### src/sv/afbu_pkg.sv
// Package with the shared types and constants of the ALU, flags and branch unit.
package afbu_pkg;

   // Operation codes carried in the kind field of an input transfer.
   typedef enum logic [3:0] {
      KIND_ADC     = 4'd0,
      KIND_SBC     = 4'd1,
      KIND_AND     = 4'd2,
      KIND_ASL_ACC = 4'd3,
      KIND_ASL_MEM = 4'd4,
      KIND_BIT     = 4'd5,
      KIND_BCC     = 4'd6,
      KIND_BCS     = 4'd7,
      KIND_BEQ     = 4'd8,
      KIND_BNE     = 4'd9,
      KIND_BPL     = 4'd10
   } kind_type;

   // Bit positions of the live flags inside the status byte.
   localparam int FLAG_C_BIT = 0;
   localparam int FLAG_Z_BIT = 1;
   localparam int FLAG_V_BIT = 6;
   localparam int FLAG_N_BIT = 7;

   // Branch penalties reported in extra_cycles.
   localparam logic [1:0] EXTRA_NONE       = 2'd0;
   localparam logic [1:0] EXTRA_SAME_PAGE  = 2'd1;
   localparam logic [1:0] EXTRA_CROSS_PAGE = 2'd2;

   typedef struct packed {
      logic [3:0]  kind;
      logic [7:0]  operand;
      logic [15:0] next_pc;
      logic [15:0] target_address;
   } req_type;

   typedef struct packed {
      logic [7:0]  accumulator_out;
      logic [7:0]  status_out;
      logic [15:0] new_pc;
      logic        write_enable;
      logic [15:0] write_address;
      logic [7:0]  write_data;
      logic [1:0]  extra_cycles;
   } rsp_type;

   // The four status flags that the unit keeps; all other status bits read as zero.
   typedef struct packed {
      logic n;
      logic v;
      logic z;
      logic c;
   } flags_type;

   function automatic logic [7:0] status_byte(input flags_type f);
      logic [7:0] s;
      s = 8'h00;
      s[FLAG_C_BIT] = f.c;
      s[FLAG_Z_BIT] = f.z;
      s[FLAG_V_BIT] = f.v;
      s[FLAG_N_BIT] = f.n;
      return s;
   endfunction

endpackage

### src/sv/afbu_exec.sv
// Combinational execute logic: ALU, flag update and branch resolution for one item.
module afbu_exec
   import afbu_pkg::*;
(
   input  req_type    item,
   input  logic [7:0] acc,
   input  flags_type  flags,
   output logic [7:0] acc_next,
   output flags_type  flags_next,
   output rsp_type    result
);

   logic [7:0]  addend;
   logic [8:0]  sum;
   logic [7:0]  shifted;
   logic [15:0] offset;
   logic [15:0] target;
   logic        is_branch;
   logic        take;

   // SBC is ADC of the inverted operand; carry acts as not-borrow.
   assign addend  = (kind_type'(item.kind) == KIND_SBC) ? ~item.operand : item.operand;
   assign sum     = {1'b0, acc} + {1'b0, addend} + {8'd0, flags.c};
   assign shifted = (kind_type'(item.kind) == KIND_ASL_MEM) ? {item.operand[6:0], 1'b0}
                                                             : {acc[6:0], 1'b0};
   assign offset  = {{8{item.operand[7]}}, item.operand};
   assign target  = item.next_pc + offset;

   always_comb begin
      acc_next   = acc;
      flags_next = flags;
      is_branch  = 1'b0;
      take       = 1'b0;
      result     = '0;
      unique case (kind_type'(item.kind))
         KIND_ADC, KIND_SBC: begin
            acc_next     = sum[7:0];
            flags_next.c = sum[8];
            flags_next.v = ~(acc[7] ^ addend[7]) & (acc[7] ^ sum[7]);
            flags_next.z = (sum[7:0] == 8'd0);
            flags_next.n = sum[7];
         end
         KIND_AND: begin
            acc_next     = acc & item.operand;
            flags_next.z = ((acc & item.operand) == 8'd0);
            flags_next.n = acc[7] & item.operand[7];
         end
         KIND_ASL_ACC: begin
            acc_next     = shifted;
            flags_next.c = acc[7];
            flags_next.z = (shifted == 8'd0);
            flags_next.n = shifted[7];
         end
         KIND_ASL_MEM: begin
            flags_next.c         = item.operand[7];
            flags_next.z         = (shifted == 8'd0);
            flags_next.n         = shifted[7];
            result.write_enable  = 1'b1;
            result.write_address = item.target_address;
            result.write_data    = shifted;
         end
         KIND_BIT: begin
            flags_next.z = ((acc & item.operand) == 8'd0);
            flags_next.n = item.operand[7];
            flags_next.v = item.operand[6];
         end
         KIND_BCC: begin
            is_branch = 1'b1;
            take      = ~flags.c;
         end
         KIND_BCS: begin
            is_branch = 1'b1;
            take      = flags.c;
         end
         KIND_BEQ: begin
            is_branch = 1'b1;
            take      = flags.z;
         end
         KIND_BNE: begin
            is_branch = 1'b1;
            take      = ~flags.z;
         end
         KIND_BPL: begin
            is_branch = 1'b1;
            take      = ~flags.n;
         end
         default: begin
            is_branch = 1'b0;
         end
      endcase

      result.accumulator_out = acc_next;
      result.status_out      = status_byte(flags_next);
      if (is_branch && take) begin
         result.new_pc       = target;
         result.extra_cycles = (target[15:8] != item.next_pc[15:8]) ? EXTRA_CROSS_PAGE
                                                                     : EXTRA_SAME_PAGE;
      end else begin
         result.new_pc       = item.next_pc;
         result.extra_cycles = EXTRA_NONE;
      end
   end

endmodule

### src/sv/alu_flags_branch_unit_core.sv
// A result passes through the input register and then the result register before it is offered.
// Throughput: one item per cycle while rsp_stall is low; the accumulator and flags feed straight back.
// While a result waits, a new input transfer is taken only if the input register is empty.
// Reset (synchronous, active high) empties both stages and clears the accumulator and all flags.
// Top level of the ALU, flags and branch execute unit.
module alu_flags_branch_unit_core
   import afbu_pkg::*;
(
   input  logic    clock,
   input  logic    reset,
   input  logic    req_valid,
   output logic    req_stall,
   input  req_type req_item,
   output logic    rsp_valid,
   input  logic    rsp_stall,
   output rsp_type rsp_item
);

   // Input stage: holds one accepted item until the execute step can run.
   logic       in_valid_ff;
   logic       in_valid_in;
   req_type    in_item_ff;

   // Architectural state, updated when an item executes.
   logic [7:0] acc_ff;
   logic [7:0] acc_in;
   flags_type  flags_ff;
   flags_type  flags_in;

   // Result stage.
   logic       out_valid_ff;
   logic       out_valid_in;
   rsp_type    out_item_ff;
   rsp_type    exec_result;

   logic       out_free;
   logic       exec_go;
   logic       req_take;

   // The result register can take a new result when it is empty or its transfer happens now.
   assign out_free  = ~out_valid_ff | ~rsp_stall;
   assign exec_go   = in_valid_ff & out_free;
   // The input register can take a transfer when it is empty or its item executes now.
   assign req_stall = in_valid_ff & ~out_free;
   assign req_take  = req_valid & ~req_stall;

   afbu_exec u_exec (
      .item       (in_item_ff),
      .acc        (acc_ff),
      .flags      (flags_ff),
      .acc_next   (acc_in),
      .flags_next (flags_in),
      .result     (exec_result)
   );

   always_comb begin
      in_valid_in  = req_take | (in_valid_ff & ~exec_go);
      out_valid_in = exec_go | (out_valid_ff & rsp_stall);
   end

   always_ff @(posedge clock) begin
      if (reset) begin
         in_valid_ff  <= 1'b0;
         out_valid_ff <= 1'b0;
         acc_ff       <= 8'd0;
         flags_ff     <= '0;
      end else begin
         in_valid_ff  <= in_valid_in;
         out_valid_ff <= out_valid_in;
         if (exec_go) begin
            acc_ff   <= acc_in;
            flags_ff <= flags_in;
         end
      end
   end

   // Payload registers load only on a move, so a stalled result stays put.
   always_ff @(posedge clock) begin
      if (req_take) begin
         in_item_ff <= req_item;
      end
      if (exec_go) begin
         out_item_ff <= exec_result;
      end
   end

   assign rsp_valid = out_valid_ff;
   assign rsp_item  = out_item_ff;

endmodule

### config.mk
export PLATFORM = sky130hd
export DESIGN_NAME = alu_flags_branch_unit_core
export DESIGN_NICKNAME = d
export VERILOG_FILES = /design/src/sv/afbu_pkg.sv /design/src/sv/afbu_exec.sv /design/src/sv/alu_flags_branch_unit_core.sv
export SDC_FILE = /design/constraint.sdc
export NUM_CORES = 1
export LEC_CHECK = 0
export ABC_AREA = 1
export BUFFER_PORTS_ARGS = -buffer_cell sky130_fd_sc_hd__buf_2
export CAP_MARGIN = 40
export CORE_MARGIN = 2
export CORE_UTILIZATION = 55
export DETAILED_ROUTE_END_ITERATION = 16
export MAX_ROUTING_LAYER = met4
export PLACE_DENSITY = 0.79
export SKIP_CTS_REPAIR_TIMING = 1
export SYNTH_ARGS = -nofsm -noshare
export SYNTH_HDL_FRONTEND = slang
export SYNTH_SLANG_ARGS = --single-unit
### constraint.sdc
create_clock -name clock -period 3.95 [get_ports clock]
set_input_delay 0.9875 -clock clock [delete_from_list [all_inputs] [get_ports clock]]
set_output_delay 0.9875 -clock clock [all_outputs]
set_load 0.01 [all_outputs]
==> metrics.md <==
| Metric | Value |
|---|---|
| Status | `completed` |
| Critical path fanouts, max | `8` |
| Relative slew margins | `45.56%` |
| Relative area change from synthesis to final layout | `13.76%` |
| Sort of element at the end of the critical path | `register` |
| Length of routed met2 wiring | `6286 µm` |
| First-pass detailed-route iteration total | `5` |
| Leading cell types by total area after synthesis | `sky130_fd_sc_hd__edfxtp_1 48%, sky130_fd_sc_hd__nand2_1 9.3%, sky130_fd_sc_hd__inv_1 6.3%` |
| Critical Path Source Type | `register` |
| First-pass GRT wire length | `22850 µm` |
| Capture instance of the worst register-to-register path | `flags_ff[1]$_SDFFE_PP0P_` |
| Cell family contributing the most delay on the critical path | `simple AND/OR/NAND/NOR gates` |
| Final count of hold timing violations | `0` |
| Clock network power share | `26.7%` |
| Post-detailed-routing wire length | `14290 µm` |
| Post-synth top area cell | `sky130_fd_sc_hd__edfxtp_1` |
| Utilization of the core after routing | `64.01%` |
| Launch point of the worst path | `in_item_ff[43]$_DFFE_PP_` |
| Switching Share | `29.70%` |
| Tot GR Track Use | `26.39%` |
| Source of the worst register-to-register timing path | `in_item_ff[43]$_DFFE_PP_` |
| Share of flip-flops with an asynchronous set or reset after synthesis | `0%` |
| DIE AREA | `approximately 0.012 mm²` |
| Number of DRC violations after detailed routing | `0` |
| Clock edge transition at the registers on the reported setup and hold paths | `0.11 ns` |
| Post-synthesis sequential element count | `112` |
| FP Rows | `38` |
| Final critical path time including I/O delays and setup | `about 3 ns` |
| RSZ-0062 raised after global routing | `no` |
| Routed Antenna Nets | `0` |
| Average wire length per cell after detail routing | `15.45 µm` |
| Commonest cells after routing, fill and taps aside | `151 x sky130_fd_sc_hd__nand2_1, 103 x sky130_fd_sc_hd__buf_2, 102 x sky130_fd_sc_hd__inv_1, 98 x sky130_fd_sc_hd__edfxtp_1, 60 x sky130_fd_sc_hd__nor2_1` |
| Count of cell instances traversed by the critical path | `13` |
| Actual transition at the worst max-transition pin | `0.8138 ns` |
| Fraction of layout instances using a drive strength above 1 | `between 20 and 25%` |
| Part of the total power dissipated in sequential elements | `between 50 and 60%` |
| Number of clock sinks | `112` |
| Worst-case reg-to-reg path depth | `13` |
| Number of enable flip-flop cells after synthesis | `98` |
| Count of routing violations after the opening detailed-route iteration | `roughly 380` |
| Max Slew Vio Count | `0` |
| Final setup violation count | `0` |
| Number of antenna cells inserted | `0` |
| Worst Setup EP | `flags_ff[1]$_SDFFE_PP0P_` |
| Clk buf depth | `2` |
| Delay of the slowest critical-path stage | `0.49 ns` |
| Routed vias/inst | `5.308` |
| Arrival time of the worst setup path | `~3.3 ns` |
| Proportion of power drawn by combinational gates | `19.7%` |
| Effective utilization at floorplan | `56.27%` |
| CTS buffer count | `9` |
| Most common cell after layout, fill and taps aside | `sky130_fd_sc_hd__nand2_1` |
| Clock insertion delay at the later pin of the skew report | `~0.4 ns` |
| Post-route clock skew | `0.01100 ns` |
| Worst-case setup margin in the final layout | `0.9863 ns` |
| Antenna violations before repair | `0` |
| Hold WC Path Type | `reg -> reg` |
| Sequential share of the synthesized area | `52.84%` |
| IR drop worst, VDD | `0.3858 mV` |
| NumNets Final | `~850` |
| CTS tree | `yes` |
| PD cells | `380.4 mW/mm²` |
| Number of buffers inserted by port buffering | `103` |
| Area of the core | `0.01084 mm²` |
| Critical-path top delay cell | `sky130_fd_sc_hd__edfxtp_1` |
| Leading register cell type out of synthesis | `sky130_fd_sc_hd__edfxtp_1` |
| Setup Slack @ Placement | `1.058 ns` |
| Met3 Wirelength | `1026 µm` |
| I/O pin count | `between 100 and 150` |
| Setup TNS after final layout | `0 ns` |
| DR top layer | `met4` |
| Flop-to-flop setup slack | `0.99 ns` |
| Fmax | `0.3374 GHz` |
| Routed vias | `roughly 4900` |
| Via count of the first global-routing pass | `roughly 4600` |
| Worst path buffer plus inverter count | `1` |
| Wire length on met1 | `6632 µm` |
| CP Class | `reg -> reg` |
| Final cycle utilization of the critical path | `75.03%` |
| Root buffer cell | `sky130_fd_sc_hd__clkbuf_8` |
| Warnings, synthesis | `0` |
| Synth top area share | `48.25%` |
| Overall die width | `~110 µm` |
| Static leakage power | `3.283 nW` |
| Final HPWL DP | `10850 µm` |
| Internal power | `0.001856 W` |
| Largest net degree at the start of global routing | `45` |
| Die height | `between 100 and 150 µm` |
| Mean Syn Cell Area | `9.036 µm²` |
| Number of distinct library cells after synthesis | `44` |
| Number of cells produced by synthesis | `around 680` |
| Sequence of cells on the critical path | `nor2_4 > nand2_1 > xor2_1 > fa_1 > inv_1 > fa_1 > nor3_1 > nand3b_1 > nor2_1 > nand2_1 > nand3_2 > nor2_2 > nor2_2` |
| Switching power summed over all nets | `0.0007839 W` |
| Total overflow reported by the global router | `0` |
| Total standard cell area after synthesis | `0.006100 mm²` |
| Worst Path Required | `4.29 ns` |
| Number of violations of the max-capacitance limit | `0` |
| Routability congestion estimate | `0.9725` |
| Number of H-tree branching levels | `3` |
-- synth_stat cells, types with 2 or more instances --
cell type	n
sky130_fd_sc_hd__nor2_2	6
sky130_fd_sc_hd__o21ai_0	28
sky130_fd_sc_hd__a22oi_1	3
sky130_fd_sc_hd__buf_6	2
sky130_fd_sc_hd__o21ai_2	5
sky130_fd_sc_hd__buf_2	4
sky130_fd_sc_hd__inv_1	103
sky130_fd_sc_hd__o211ai_1	2
sky130_fd_sc_hd__buf_4	5
sky130_fd_sc_hd__nand3_2	2
sky130_fd_sc_hd__nand3b_1	2
sky130_fd_sc_hd__edfxtp_1	98
sky130_fd_sc_hd__ha_1	22
sky130_fd_sc_hd__nor3_1	2
sky130_fd_sc_hd__fa_1	3
sky130_fd_sc_hd__inv_2	8
sky130_fd_sc_hd__a21oi_1	26
sky130_fd_sc_hd__xor2_1	15
sky130_fd_sc_hd__nor2_4	4
sky130_fd_sc_hd__nand2_1	151
sky130_fd_sc_hd__o22ai_1	2
sky130_fd_sc_hd__clkbuf_1	4
sky130_fd_sc_hd__o21ai_1	8
sky130_fd_sc_hd__dfxtp_1	14
sky130_fd_sc_hd__nand4_1	7
sky130_fd_sc_hd__xnor2_1	7
sky130_fd_sc_hd__nor2_1	60
sky130_fd_sc_hd__nand2_2	11
sky130_fd_sc_hd__nand3_1	56
-- cell families after synthesis --
| family | count (synthesis) | synth area share [%] |
|---|---|---|
| AO/OA/AOI/OAI | 80 | 7.569 |
| XOR/XNOR | 22 | 3.159 |
| adder cells (fa/ha/maj) | 25 | 5.497 |
| buffers and inverters | 127 | 8.451 |
| flip-flops | 112 | 52.84 |
| other | 1 | 0.06148 |
| AND/OR/NAND/NOR | 308 | 22.42 |
-- worst register-to-register path, cell delays in order (launching register included) --
cell	delay, ns
sky130_fd_sc_hd__edfxtp_1	0.49
sky130_fd_sc_hd__nor2_4	0.22
sky130_fd_sc_hd__nand2_1	0.32
sky130_fd_sc_hd__xor2_1	0.25
sky130_fd_sc_hd__fa_1	0.39
sky130_fd_sc_hd__inv_1	0.10
sky130_fd_sc_hd__fa_1	0.43
sky130_fd_sc_hd__nor3_1	0.21
sky130_fd_sc_hd__nand3b_1	0.12
sky130_fd_sc_hd__nor2_1	0.12
sky130_fd_sc_hd__nand2_1	0.07
sky130_fd_sc_hd__nand3_2	0.07
sky130_fd_sc_hd__nor2_2	0.04
sky130_fd_sc_hd__nor2_2	0.08
-- per-layer routing --
layer / up-vias / global-route usage [%]
met5: - / -
met4: 0 / 10.40
met3: 29 / 5.750
met2: 193 / 38.64
met1: 2272 / 36.12
li1: 2416 / -
-- worst min-delay path by stage --
stage,slack [ns],start,cells past startpoint,end
2_1_floorplan,0.45,in_valid_ff$_SDFF_PP0_,2,rsp_valid$_SDFF_PP0_
4_1_cts,0.53,in_valid_ff$_SDFF_PP0_,2,rsp_valid$_SDFF_PP0_
6_report,0.51,in_valid_ff$_SDFF_PP0_,2,rsp_valid$_SDFF_PP0_
3_3_place_gp,0.47,in_valid_ff$_SDFF_PP0_,2,rsp_valid$_SDFF_PP0_
3_5_place_dp,0.51,in_valid_ff$_SDFF_PP0_,2,rsp_valid$_SDFF_PP0_
5_1_grt,0.56,in_valid_ff$_SDFF_PP0_,2,rsp_valid$_SDFF_PP0_
-- power by group through the flow --
stage	combinational [W]	clock (W)	sequential (W)
global route	0.000587	0.000767	0.00142
detailed placement	0.000514	0	0.00144
finish	0.000521	0.000705	0.00141
global placement	0.000499	0	0.00144
CTS	0.000516	0.000730	0.00141
floorplan	0.000351	0	0.00145
-- registers in the layout, summed over array words and instances (netlist names) --
register     flops
in_valid_ff      1
flags_ff         4
rsp_item        54
acc_ff           8
rsp_valid        1
in_item_ff      44
-- per-stage QoR --
step / cells / cell area, µm² / hold WS [ns] / power (W)
2_1_floorplan: 679 / 6115 / 0.4506 / 0.001799
3_3_place_gp: 909 / 6738 / 0.4651 / 0.001938
3_5_place_dp: 909 / 6738 / 0.5074 / 0.001953
4_1_cts: 925 / 6939 / 0.5273 / 0.002660
5_1_grt: 925 / 6939 / 0.5551 / 0.002776
6_report: 925 / 6939 / 0.5139 / 0.002640
-- layout make-up --
| type | instances | area, µm² |
|---|---|---|
| fill | 906 | 3901 |
| clock buffer | 9 | 123.9 |
| clock inverter | 7 | 77.57 |
| sequential | 112 | 3223 |
| timing repair buffer | 105 | 543.0 |
| inverter | 112 | 420.4 |
| tap | 140 | 175.2 |
| multi-input combinational | 440 | 2376 |
No activity file was read; power rests on OpenSTA's default activity.
